--- src/rtl/cbo_pkg.sv ---
// shared types, widths and the arctangent table for the compass bearing core
// no dependencies

package cbo_pkg;

  localparam int unsigned InW         = 32;
  localparam int unsigned CordicStages = 32;
  localparam int unsigned TableSize   = 48;
  localparam int unsigned IdxW        = $clog2(TableSize);
  localparam int unsigned FracBits    = 24;
  // vector magnitude stays below 2^57 through every stage
  localparam int unsigned XyW         = 58;
  // +-(90 + 99.9) degrees with 24 fractional bits
  localparam int unsigned AccW        = 33;
  localparam int unsigned BearingW    = 9;
  localparam int unsigned DegW        = 11;
  localparam int unsigned FullTurn    = 360;
  localparam int unsigned Latency     = CordicStages + 2;

  localparam logic signed [AccW-1:0] Deg90Q24 = AccW'(90 * (2 ** FracBits));

  typedef struct packed {
    logic                   zero;
    logic signed [XyW-1:0]  x;
    logic signed [XyW-1:0]  y;
    logic signed [AccW-1:0] acc;
  } lane_t;

  // atan(2^-i) in degrees, scaled by 2^24
  function automatic logic signed [AccW-1:0] angle_at(input logic [IdxW-1:0] idx);
    logic signed [AccW-1:0] a;
    a = '0;
    case (idx)
      6'd0:  a = AccW'(754974720);
      6'd1:  a = AccW'(445687602);
      6'd2:  a = AccW'(235489088);
      6'd3:  a = AccW'(119537938);
      6'd4:  a = AccW'(60000934);
      6'd5:  a = AccW'(30029717);
      6'd6:  a = AccW'(15018523);
      6'd7:  a = AccW'(7509720);
      6'd8:  a = AccW'(3754917);
      6'd9:  a = AccW'(1877466);
      6'd10: a = AccW'(938734);
      6'd11: a = AccW'(469367);
      6'd12: a = AccW'(234684);
      6'd13: a = AccW'(117342);
      6'd14: a = AccW'(58671);
      6'd15: a = AccW'(29335);
      6'd16: a = AccW'(14668);
      6'd17: a = AccW'(7334);
      6'd18: a = AccW'(3667);
      6'd19: a = AccW'(1833);
      6'd20: a = AccW'(917);
      6'd21: a = AccW'(458);
      6'd22: a = AccW'(229);
      6'd23: a = AccW'(115);
      6'd24: a = AccW'(57);
      6'd25: a = AccW'(29);
      6'd26: a = AccW'(14);
      6'd27: a = AccW'(7);
      6'd28: a = AccW'(4);
      6'd29: a = AccW'(2);
      6'd30: a = AccW'(1);
      default: a = '0;
    endcase
    return a;
  endfunction

endpackage

--- src/rtl/cbo_prerot.sv ---
// entry cell: swaps the offset into vector form, folds the left half-plane
// by +-90 degrees and scales by 2^24; depends on cbo_pkg

module cbo_prerot (
  input  logic                           clk_i,
  input  logic                           rst_ni,
  input  logic                           valid_i,
  input  logic signed [cbo_pkg::InW-1:0] offset_x_i,
  input  logic signed [cbo_pkg::InW-1:0] offset_y_i,
  output logic                           valid_o,
  output cbo_pkg::lane_t                 lane_o
);

  localparam int unsigned W = cbo_pkg::InW + 1;

  logic signed [W-1:0] x0, y0, xr, yr;
  logic signed [cbo_pkg::AccW-1:0] acc0;
  logic valid_q;
  cbo_pkg::lane_t lane_d, lane_q;

  always_comb begin
    x0   = -W'(offset_y_i);
    y0   = W'(offset_x_i);
    xr   = x0;
    yr   = y0;
    acc0 = '0;
    if (x0 < 0) begin
      if (y0 >= 0) begin
        xr   = y0;
        yr   = -x0;
        acc0 = cbo_pkg::Deg90Q24;
      end else begin
        xr   = -y0;
        yr   = x0;
        acc0 = -cbo_pkg::Deg90Q24;
      end
    end
    lane_d.zero = (offset_x_i == '0) && (offset_y_i == '0);
    lane_d.x    = cbo_pkg::XyW'(xr) <<< cbo_pkg::FracBits;
    lane_d.y    = cbo_pkg::XyW'(yr) <<< cbo_pkg::FracBits;
    lane_d.acc  = acc0;
  end

  always_ff @(posedge clk_i or negedge rst_ni) begin
    if (!rst_ni) begin
      valid_q <= 1'b0;
    end else begin
      valid_q <= valid_i;
    end
  end

  always_ff @(posedge clk_i) begin
    lane_q <= lane_d;
  end

  assign valid_o = valid_q;
  assign lane_o  = lane_q;

endmodule

--- config.mk ---
export PLATFORM = sky130hd
export DESIGN_NAME = cbo_prerot
export DESIGN_NICKNAME = d
export VERILOG_FILES = /design/src/rtl/cbo_pkg.sv /design/src/rtl/cbo_prerot.sv
export SDC_FILE = /design/constraint.sdc
export NUM_CORES = 1
export LEC_CHECK = 0
export BUFFER_PORTS_ARGS = -buffer_cell sky130_fd_sc_hd__buf_2
export CAP_MARGIN = 15
export CORE_MARGIN = 3
export CORE_UTILIZATION = 48
export DETAILED_ROUTE_END_ITERATION = 8
export PLACE_DENSITY = 0.81
export SLEW_MARGIN = 20
export SYNTH_ARGS = -nofsm -noshare
export SYNTH_HDL_FRONTEND = slang
export SYNTH_SLANG_ARGS = --single-unit
--- constraint.sdc ---
create_clock -name clk_i -period 0.8 [get_ports clk_i]
set_input_delay 0.12 -clock clk_i [delete_from_list [all_inputs] [get_ports clk_i]]
set_output_delay 0.12 -clock clk_i [all_outputs]
set_load 0.1 [all_outputs]
==> results.md, run 1 <==
* Post-synth EDFFs at 0
* Die height at 108 µm
* Err: [ERROR DPL-0033] detailed placement checks failed during check placement.
* Hold_buf cts at 3
* Dpl hpwl at between 15 and 20 mm
* Inst Count DP at 1044
* Cell with the most instances after synthesis: nand2_1
* Ports at about 220
* Cts bufs inserted at 9
* Mapped Area at between 4000 and 5000 µm²
* Yosys warns at 0
* Sequential share of the synthesized area at 28.8%
* Netlist cell types at 59
* Share of the synthesized area in the top cell type at 28.3%
* Outcome: stopped before the end
* Number of placement rows at 36
* Resize count post-CTS at 229
* FF+latch count, synth at slightly above 70
* Cells after Synth at ~640
* Halt Stage: clock tree synthesis
* Main synth FF type: dfxtp_1
* Clock Path Buffers at 2
* Async SR Flop Fraction at approximately 1.4%
* Synth area leaders: dfxtp_1, buf_4, xnor2_1, o21ai_0, nand2_1
* I/O Buffers at 144
* Placer Congestion at approximately 0.94
* Largest area contributor in the netlist: dfxtp_1
* Initial Util at about 50%
* Post-CTS Setup Inserts at 38
* Mean Syn Cell Area at 7.78 µm²
* Post-Place Cell Area at 8180 µm²
* H-Tree Depth at 3
* Die W at around 110 µm
* Clock Sinks at between 70 and 80
* Synth cell count leaders: nand2_1, buf_4, o21ai_0
* Clock root buffer: clkbuf_8
==> stage by stage <==
step | util [%] | setup WS, ps
after floorplan | - | -2090
after global placement | 82.5 | -2230
after detailed placement | 82.5 | -2340
==> kinds of logic after synthesis <==
group,synth area share [%]
other,0.0757
adder cells (fa/ha/maj),0.505
XOR/XNOR,14.1
AO/OA/AOI/OAI,15.8
flip-flops,28.8
multiplexers,0.606
buffers and inverters,15.8
AND/OR/NAND/NOR,24.3
==> inputs of run 2 (changes only) <==
--- a/config.mk
+++ b/config.mk
@@ -8,9 +8,9 @@
 export BUFFER_PORTS_ARGS = -buffer_cell sky130_fd_sc_hd__buf_2
 export CAP_MARGIN = 15
 export CORE_MARGIN = 3
-export CORE_UTILIZATION = 48
+export CORE_UTILIZATION = 35
 export DETAILED_ROUTE_END_ITERATION = 8
-export PLACE_DENSITY = 0.81
+export PLACE_DENSITY_LB_ADDON = 0.15
 export SLEW_MARGIN = 20
 export SYNTH_ARGS = -nofsm -noshare
 export SYNTH_HDL_FRONTEND = slang
==> run 2 against run 1 <==
  * The flow now finishes, with violations (setup timing)
  * Area after synthesis did not move
  * Synthesized cell count did not move
==> results.md, run 2 <==
* Area delta synth->final at 107%
* Clk slew on worst S/H paths at around 60 ps
* Clock Sinks at 71
* Yosys warns at 0
* Number of placement rows at 42
* Ratio of cells with drive above 1 in the final layout at between 60 and 70%
* Ports at between 200 and 250
* Max cap viols at 0
* Worst path arrival time at between 3000 and 4000 ps
* Mean Syn Cell Area at about 8 µm²
* Critical path's slowest cell: or4_4
* Largest area contributor in the netlist: dfxtp_1
* Setup crit end kind: register
* Hold WC Path Type: input pin to register
* First-pass DRT Iterations at 5
* Main synth FF type: dfxtp_1
* Hold Path End: lane_o[57]
* Data required time at the worst endpoint at roughly 1100 ps
* Post-Place Cell Area at a little over 8000 µm²
* Synth cell count leaders: nand2_1, buf_4, o21ai_0
* Nets at ~1000
* CTS tree: built
* Max reg flops at 70
* VDD IR-drop max at 0.00113 V
* Share of the synthesized area in the top cell type at about 28%
* Largest net degree at the start of global routing at 36
* Routed len/inst at around 18 µm
* Core area at ~14000 µm²
* CP Class: input pin to register
* Final worst-path cycle share at 343%
* Critical path launch point type: input pin
* Clock Path Buffers at 2
* Final Hold Fails at 0
* Mapped Area at a little under 5000 µm²
* FF+latch count, synth at just over 70
* Async SR Flop Fraction at 1.41%
* Dpl hpwl at about 13 mm
* Drt initial violations at 526
* Total track usage at between 20% and 30%
* Pre-CTS setup slack at -2370 ps
* Post-synth EDFFs at 0
* I/O Buffers at roughly 140
* Slew Limit Fails at 0
* Clock root buffer: clkbuf_16
* Leakage power at 0.00454 µW
* Vias at between 6000 and 7000
* Slack of the critical path at -1940 ps
* Vias per cell at about 5.2
* Cells after Synth at ~640
* Initial Util at between 30% and 40%
* DIE AREA at between 15000 and 20000 µm²
* Final instance area at a little over 10000 µm²
* Finish-stage setup viols at roughly 150
* DRC viols at 0
* Total grt overflow at 0
* Most common cell after layout, fill and taps aside: buf_4
* Post-route ant nets at 0
* Fmax achieved at 365 MHz
* Hold_sp: offset_x_i[0]
* Netlist cell types at around 60
* Sequential share of the synthesized area at between 20 and 30%
* Die height at 125 µm
* Cell with the most instances after synthesis: nand2_1
* Total power density per cell area at ~1600 nW/µm²
* Worst path top cell family by delay: simple AND/OR/NAND/NOR gates
* H-Tree Depth at 3
* RSZ-0062 raised after global routing: yes
* Cts bufs inserted at 9
* Commonest non-fill, non-tap cells in the layout: buf_4, buf_12, conb_1
* Vias in the first global route at approximately 6000
* Initial antenna violation count at 1
* Worst path bufs/invs at 3
* Outcome: finished, violations left
* Die W at 125 µm
* First-pass GRT wire length at approximately 30 mm
* Hold Path Stages at 3
* Placer Congestion at 0.879
* Synth area leaders: dfxtp_1, buf_4, xnor2_1, o21ai_0, nand2_1
* Failing checks: setup timing
* Crit-path max FO at 4
* CP Cell Sequence: buf_6 -> or4_4 -> buf_4 -> buf_4 -> or4_4 -> a222oi_1 -> and4_4 -> and4b_1 -> or4b_4 -> o211ai_2
* Drt total wl at between 20 and 25 mm
* Final worst path period need at ~2700 ps
* CP peak stage delay at 550 ps
run 2: kinds of logic after synthesis:
kind of cell	share of synthesized area, %
buffers and inverters	15.8
muxes	0.606
AOI/OAI and AO/OA	15.8
adders and majority gates	0.505
and+or+nand+nor	24.3
xor gates and xnor gates	14.1
DFF	28.8
other	0.0757
run 2: tightest hold or removal path, stage by stage:
cell and delay, ps:
buf_12 110, inv_12 40, o21ai_1 60
run 2: cell type report:
type / instances / area, µm²
Tap cell: 176 / 220
Sequential cell: 71 / 1520
Antenna cell: 1 / 2.50
Timing Repair Buffer: 374 / 4240
Clock inverter: 4 / 22.5
Multi-Input combinational cell: 514 / 3970
Clock buffer: 12 / 246
Fill cell: 876 / 3280
Inverter: 8 / 52.6
run 2: worst max-delay path by stage:
stage / start / to / slack (ps) / cells past startpoint
final: offset_y_i[16] / lane_o[88] / -1940 / 10
after global routing: offset_y_i[9] / lane_o[88] / -2000 / 11
after CTS: offset_y_i[16] / lane_o[88] / -1910 / 9
after detailed placement: offset_y_i[13] / lane_o[88] / -2370 / 10
after global placement: offset_y_i[13] / lane_o[88] / -2280 / 9
after floorplan: offset_y_i[13] / lane_o[88] / -2090 / 8
run 2: what timing repair did:
item / CTS / global route
pin swaps: 59 / 44
gates cloned: 14 / 1
hold endpoints to repair: 2 / 0
gates resized for setup: 199 / 117
hold buffers: 2 / 0
setup buffers: 33 / 15
endpoints found under the setup margin: 146 / 146
run 2: report_power, final:
part           switching [µW]  internal [µW]
combinational            5810           2970
clock                    1570           2170
sequential                293           3950
total                    7670           9100
run 2: through the flow:
stage	hold WS (ps)	util (%)	setup TNS (ps)	std cells	power (µW)
final	25.7	75.8	-113570	1160	16800
after detailed placement	-103	60.7	-122790	1088	12000
after global placement	-106	60.7	-121390	1088	11900
after CTS	30.9	72.0	-115280	1152	16400
after global routing	31.6	75.8	-119730	1160	17200
after floorplan	-176	-	-100460	710	9650
run 2: per-layer routing:
metal  share of wire, %  GRT usage, %  vias up  wire length [µm]
li1                   -             -     2744                 -
met1                 38          27.9     2877              7980
met2                 51          42.5      325             10800
met3                6.5          5.12       78              1380
met4                4.9          11.4        0              1040
met5                  0             0        -                 0
(Power assumes the default switching activity.)
