[config.mk]
export PLATFORM = sky130hd
export DESIGN_NAME = cbo_round
export DESIGN_NICKNAME = d
export VERILOG_FILES = /design/src/rtl/cbo_pkg.sv /design/src/rtl/cbo_round.sv
export SDC_FILE = /design/constraint.sdc
export NUM_CORES = 1
export LEC_CHECK = 0
export BUFFER_PORTS_ARGS = -buffer_cell sky130_fd_sc_hd__buf_2
export CORE_UTILIZATION = 30
export DETAILED_ROUTE_END_ITERATION = 7
export GPL_TIMING_DRIVEN = 0
export PLACE_DENSITY_LB_ADDON = 0.05
export SLEW_MARGIN = 30
export SYNTH_ARGS = -nofsm -noshare
export SYNTH_HDL_FRONTEND = slang
export SYNTH_SLANG_ARGS = --single-unit
export TNS_END_PERCENT = 50
[constraint.sdc]
create_clock -name clk_i -period 0.8 [get_ports clk_i]
set_input_delay 0.16 -clock clk_i [delete_from_list [all_inputs] [get_ports clk_i]]
set_output_delay 0.16 -clock clk_i [all_outputs]
set_load 0.01 [all_outputs]
[src/rtl/cbo_pkg.sv]
// shared types, widths and the arctangent table for the compass bearing core
// no dependencies

package cbo_pkg;

  localparam int unsigned InW         = 32;
  localparam int unsigned CordicStages = 32;
  localparam int unsigned TableSize   = 48;
  localparam int unsigned IdxW        = $clog2(TableSize);
  localparam int unsigned FracBits    = 24;
  // vector magnitude stays below 2^57 through every stage
  localparam int unsigned XyW         = 58;
  // +-(90 + 99.9) degrees with 24 fractional bits
  localparam int unsigned AccW        = 33;
  localparam int unsigned BearingW    = 9;
  localparam int unsigned DegW        = 11;
  localparam int unsigned FullTurn    = 360;
  localparam int unsigned Latency     = CordicStages + 2;

  localparam logic signed [AccW-1:0] Deg90Q24 = AccW'(90 * (2 ** FracBits));

  typedef struct packed {
    logic                   zero;
    logic signed [XyW-1:0]  x;
    logic signed [XyW-1:0]  y;
    logic signed [AccW-1:0] acc;
  } lane_t;

  // atan(2^-i) in degrees, scaled by 2^24
  function automatic logic signed [AccW-1:0] angle_at(input logic [IdxW-1:0] idx);
    logic signed [AccW-1:0] a;
    a = '0;
    case (idx)
      6'd0:  a = AccW'(754974720);
      6'd1:  a = AccW'(445687602);
      6'd2:  a = AccW'(235489088);
      6'd3:  a = AccW'(119537938);
      6'd4:  a = AccW'(60000934);
      6'd5:  a = AccW'(30029717);
      6'd6:  a = AccW'(15018523);
      6'd7:  a = AccW'(7509720);
      6'd8:  a = AccW'(3754917);
      6'd9:  a = AccW'(1877466);
      6'd10: a = AccW'(938734);
      6'd11: a = AccW'(469367);
      6'd12: a = AccW'(234684);
      6'd13: a = AccW'(117342);
      6'd14: a = AccW'(58671);
      6'd15: a = AccW'(29335);
      6'd16: a = AccW'(14668);
      6'd17: a = AccW'(7334);
      6'd18: a = AccW'(3667);
      6'd19: a = AccW'(1833);
      6'd20: a = AccW'(917);
      6'd21: a = AccW'(458);
      6'd22: a = AccW'(229);
      6'd23: a = AccW'(115);
      6'd24: a = AccW'(57);
      6'd25: a = AccW'(29);
      6'd26: a = AccW'(14);
      6'd27: a = AccW'(7);
      6'd28: a = AccW'(4);
      6'd29: a = AccW'(2);
      6'd30: a = AccW'(1);
      default: a = '0;
    endcase
    return a;
  endfunction

endpackage

[src/rtl/cbo_round.sv]
// exit cell: rounds the angle to whole degrees, ties away from zero,
// and wraps into 0..359; depends on cbo_pkg

module cbo_round (
  input  logic                            clk_i,
  input  logic                            rst_ni,
  input  logic                            valid_i,
  input  cbo_pkg::lane_t                  lane_i,
  output logic                            done_o,
  output logic [cbo_pkg::BearingW-1:0]    bearing_o
);

  localparam int unsigned DW = cbo_pkg::DegW;

  logic [cbo_pkg::AccW-1:0]  mag, mag_rnd;
  logic signed [DW-1:0]      deg, deg_w;
  logic                      done_q;
  logic [cbo_pkg::BearingW-1:0] bearing_d, bearing_q;

  always_comb begin
    mag     = lane_i.acc[cbo_pkg::AccW-1] ? -lane_i.acc : lane_i.acc;
    mag_rnd = mag + cbo_pkg::AccW'(2 ** (cbo_pkg::FracBits - 1));
    deg     = DW'(mag_rnd >> cbo_pkg::FracBits);
    if (lane_i.acc[cbo_pkg::AccW-1]) begin
      deg = -deg;
    end
    deg_w = deg;
    if (deg < 0) begin
      deg_w = deg + DW'(cbo_pkg::FullTurn);
    end else if (deg >= DW'(cbo_pkg::FullTurn)) begin
      deg_w = deg - DW'(cbo_pkg::FullTurn);
    end
    bearing_d = lane_i.zero ? '0 : deg_w[cbo_pkg::BearingW-1:0];
  end

  always_ff @(posedge clk_i or negedge rst_ni) begin
    if (!rst_ni) begin
      done_q <= 1'b0;
    end else begin
      done_q <= valid_i;
    end
  end

  always_ff @(posedge clk_i) begin
    bearing_q <= bearing_d;
  end

  assign done_o    = done_q;
  assign bearing_o = bearing_q;

endmodule
# Yosys cells after proc, flatten, opt, wreduce, memory -nomap -nowiden
# Index checks and enable logic that the tools add are counted.
# W data, S select, Z words.
[classes]
add_sub_neg = 5
n_lt_le_gt_ge = 2
muxes = 4
[op_table]
columns = ["op", "count"]
rows = [
  ["$add A33 B24 Y33 const B", 1],
  ["$mux W33", 1],
  ["$neg A33 Y33", 1],
  ["$mux W9", 2],
  ["$ge A11 B9 Y1 const B", 1],
  ["$lt A11 B1 Y1 const B", 1],
  ["$mux W11", 1],
  ["$neg A9 Y11", 1],
  ["$add A9 B9 Y9 const B", 1],
  ["$sub A9 B9 Y9 const B", 1],
]
[totals]
ff_bits = 10
input_bits = 153

# Depth between registers and ports, before layout
[depth]
ltp_word = 8
mapped_depth = 17

# Least setup slack after synthesis
# OpenSTA, ideal clock, no wires.
[synth_timing]
path_type = "input to register"
startpoint = "input port lane_i[3] in the netlist's numbering"
endpoint = "register bearing_q, in the netlist bearing_o[4]"
setup_time_ps = 73
arrival_time_ps = 3747
required_ps = 727
path_slack_ps = -3020
path_stages = 15
path_buffers = 0
cell_sequence = "nor4_2 -> nand2_1 -> or3_4 -> o21ai_0 -> xnor2_1 -> ha_1 -> nand4_1 -> or4_1 -> o2bb2ai_1 -> xor2_1 -> or2_1 -> or4b_4 -> a2bb2oi_1 -> o211a_1 -> nor3_2"
[synth_between]
elab_chain_len = 8
[synth_rtl]
columns = ["element", "line", "source"]
rows = [
  ["from (decl)", "cbo_round.sv:8", "input cbo_pkg::lane_t lane_i,"],
  ["$neg A33 Y33", "cbo_round.sv:21", "mag = lane_i.acc[cbo_pkg::AccW-1] ? -lane_i.acc : lane_i.acc;"],
  ["$mux W33 (*)", "cbo_round.sv:21", ""],
  ["$add A33 B24 Y33 (*)", "cbo_round.sv:22", "mag_rnd = mag + cbo_pkg::AccW'(2 ** (cbo_pkg::FracBits - 1));"],
  ["$neg A9 Y11", "cbo_round.sv:25", "deg = -deg;"],
  ["$mux W11 (*)", "cbo_round.sv:24", "if (lane_i.acc[cbo_pkg::AccW-1]) begin"],
  ["$sub A9 B9 Y9 / $ge A11 B9 Y1 (equally long branches)", "cbo_round.sv:31, cbo_round.sv:30", ""],
  ["$mux W9", "cbo_round.sv:30", "end else if (deg >= DW'(cbo_pkg::FullTurn)) begin"],
  ["$mux W9 (*)", "cbo_round.sv:28", "if (deg < 0) begin"],
  ["to (signal assigned)", "cbo_round.sv:45", "bearing_q <= bearing_d;"],
  ["to (decl)", "cbo_round.sv:18", "logic [cbo_pkg::BearingW-1:0] bearing_d, bearing_q;"],
]
# Mark *: on every way between the ends. The rest lies on a longest branch, timed or not.
# A chain may end at the register's enable or synchronous reset.

# Worst setup path after layout
[layout_timing]
startpoint = "input port lane_i[17] in the netlist's numbering"
endpoint = "register bearing_q, in the netlist bearing_o[4]"
# The elaborated chain is that of the path after synthesis.

==> summary.md <==
| Metric | Value |
|---|---|
| Nature of the critical path endpoint | flip-flop |
| Yosys warns | 0 |
| CP bufs+invs | 1 |
| Fin crit share | 4.50 |
| Placed insts | 267 |
| Status | finished with violations |
| Footprint of the multi-input gates | between 1000 and 1500 um^2 |
| Clock-pin slew on the worst setup and hold paths | 0.05 ns |
| CTS Buffer Depth | 2 |
| Syn_area_per_cell | between 7 and 8 um^2 |
| Failing checks | setup timing |
| PD cells | 1320 nW/um^2 |
| Layout Nets | between 400 and 500 |
| RSZ-0062 raised after global routing | yes |
| Crit-path cells | buf_6 -> nor4_4 -> nand2_2 -> or3_4 -> o21ai_2 -> xnor2_1 -> ha_2 -> nand4_1 -> or4_4 -> o2bb2ai_2 -> xor2_2 -> or2_1 -> or4b_4 -> a2bb2oi_4 -> o211a_1 -> nor3_2 |
| Site Rows | 23 |
| Largest net degree at the start of global routing | 11 |
| Non-Filler Instances | 299 |
| F_max | 278 MHz |
| Relative slew slack | 0.573 |
| Worst Max-Slew Pin Slew | 0.640 ns |
| Num Clock Sinks | 10 |
| Slew Viols, Final | 0 |
| Antenna diode count | 0 |
| Fin. Hold Viols | 0 |
| Fillers | 408 |
| DR iter-0 viols | 107 |
| Initial Utilization | 0.322 |
| Lkg Pwr | 0.000877 uW |
| Drt drc | 0 |
| Kind of critical path | in2reg |
| Most common cell after layout, fill and taps aside | buf_2 |
| Via count | 1,620 |
| Final setup vio count | 19 |
| Global-route wire length before repair | 6.82 mm |
| Largest delay share family, worst path | simple AND/OR/NAND/NOR gates |
| WP data arrival | 3.77 ns |
| Synthesized cell area | 1330 um^2 |
| Final Core Density | 0.527 |
| First-pass DRT Iterations | 4 |
| Ratio of cells with drive above 1 in the final layout | 0.462 |
| Hold Crit Class | in2reg |
| CTS buffer count | 3 |
| Final ANT Viol Nets | 0 |
| Synth async-reset ratio | 0.100 |
| IO Port Bufs | 41 |
| Most frequent cells in the layout | buf_2, buf_6, nand2_1 |
| I/O Pins | 163 |
| CP startpoint kind | primary input |
| Post-synth EDFFs | 0 |
| Vias in the first global route | ~1,500 |
| H-tree levels | 1 |
| Total track usage | 0.193 |
| CTS tree | built |
| Yosys reg bits | 10 |
| Initial antenna violation count | 0 |
| Max incr delay on CP | 0.55 ns |
| Max Cap Viol | 0 |
| Main synth FF type | dfxtp_1 |
| Placed wire-length estimate | 2.97 mm |
| VDD IR-drop max | 1.00 mV |
| CORE AREA | 4140 um^2 |
| Yosys cell types | 55 |
| GP Congestion | roughly 0.85 |
| Area of all sequential standard cells | 209 um^2 |
| DR WL/cell | 14.1 um |
| DIE AREA | 4720 um^2 |
| Final WS setup | -2.80 ns |
| Routed wire length | 4.21 mm |
| Worst Path Max Fanout | 6 |
| Sequential area share after synthesis | 0.154 |
| Critical-path top delay cell | or4b_4 |
| Chip width | 68.7 um |
| Gr ovfl total | 0 |
| Root Buffer | clkbuf_8 |
| Post-Synthesis Cells | 176 |
| Die H | 68.7 um |
| Min Tclk post-route | 3.60 ns |
| Syn Nets | 333 |
| Layout area overhead | 63.8% |
| Tot Pwr | 2880 uW |
| Critical Path RT | 0.96 ns |
| Vias/cell | 5.42 |
cell type report:
| cell class | instances | share of cell area |
|---|---|---|
| multi-input cells | 150 | 0.578 |
| repair buffers | 69 | 0.243 |
| flip-flops and latches | 10 | 0.0956 |
| well taps | 50 | 0.0286 |
| clock buffers | 4 | 0.0252 |
| plain buffers | 9 | 0.0178 |
| inverters | 7 | 0.0120 |
synthesized netlist by cell type (all sizes together), types with 3 or more instances:
| cell type | instances | area [um^2] |
|---|---|---|
| dfxtp | 9 | 180 |
| ha | 4 | 50.1 |
| nor3 | 5 | 30.0 |
| a21oi | 5 | 25.0 |
| nand2 | 16 | 62.6 |
| or3 | 5 | 36.3 |
| and2 | 4 | 25.0 |
| nand3 | 7 | 35.0 |
| nor4 | 10 | 105 |
| nand2b | 4 | 25.0 |
| inv | 7 | 26.3 |
| xnor2 | 16 | 140 |
| or2 | 3 | 18.8 |
| nor2 | 12 | 45.0 |
| or4 | 4 | 30.0 |
| xor2 | 6 | 52.6 |
| o41ai | 3 | 33.8 |
| o21ai | 11 | 55.1 |
| clkbuf | 9 | 33.8 |
kinds of logic (layout without fill, tap and decap cells):
family | count (synthesis) | after routing | synth area share
AO/OA/AOI/OAI | 44 | 44 | 0.247
XOR/XNOR | 22 | 22 | 0.144
adder cells (fa/ha/maj) | 4 | 4 | 0.0375
buffers and inverters | 16 | 89 | 0.0450
flip-flops | 10 | 10 | 0.154
multiplexers | 2 | 2 | 0.0150
AND/OR/NAND/NOR | 78 | 78 | 0.357
through the flow:
stage                     TNS [ns]  worst slack (ns)  instance area, um^2  hold WS [ns]
final                       -21.96             -2.80                 2180        0.0298
after global routing        -23.35             -2.94                 2180        0.0146
after CTS                   -22.24             -2.82                 2080        0.0208
after detailed placement    -25.07             -3.36                 1640       -0.0641
after global placement      -25.09             -3.37                 1640       -0.0661
after floorplan             -20.72             -2.87                 1380        -0.136
worst paths after layout:
| path | startpoint | end | slack [ns] | cells after the start |
|---|---|---|---|---|
| max in group asynchronous | rst_ni | done_o | 0.49 | 2 |
| worst max-delay path | lane_i[17] | bearing_o[4] | -2.80 | 16 |
| worst min-delay path | valid_i | done_o | 0.03 | 1 |
| min in group asynchronous | rst_ni | done_o | 0.23 | 2 |
sequential cells by signal, summed over array words and instances (netlist names):
name / count
bearing_o: 9
done_o: 1
layer usage:
layer,track usage,vias to the layer above,part of all wire
li1,-,812,-
met1,0.254,740,0.46
met2,0.319,62,0.46
met3,0.0411,6,0.061
met4,0.0469,0,0.010
met5,0,-,0
repair_timing:
| action | 4_1_cts | 5_1_grt |
|---|---|---|
| buffers inserted | 27 | 2 |
| hold endpoints to repair | 1 | 0 |
| pin swaps | 18 | 11 |
| resized for setup | 36 | 22 |
| hold buffers | 1 | 0 |
| endpoints found under the setup margin | 19 | 19 |
where the power goes:
group / switching [uW] / internal, uW
clock network: 194 / 432
logic: 779 / 880
registers: 21.3 / 577
total: 994 / 1890
Power figures use the tool's default switching activity.
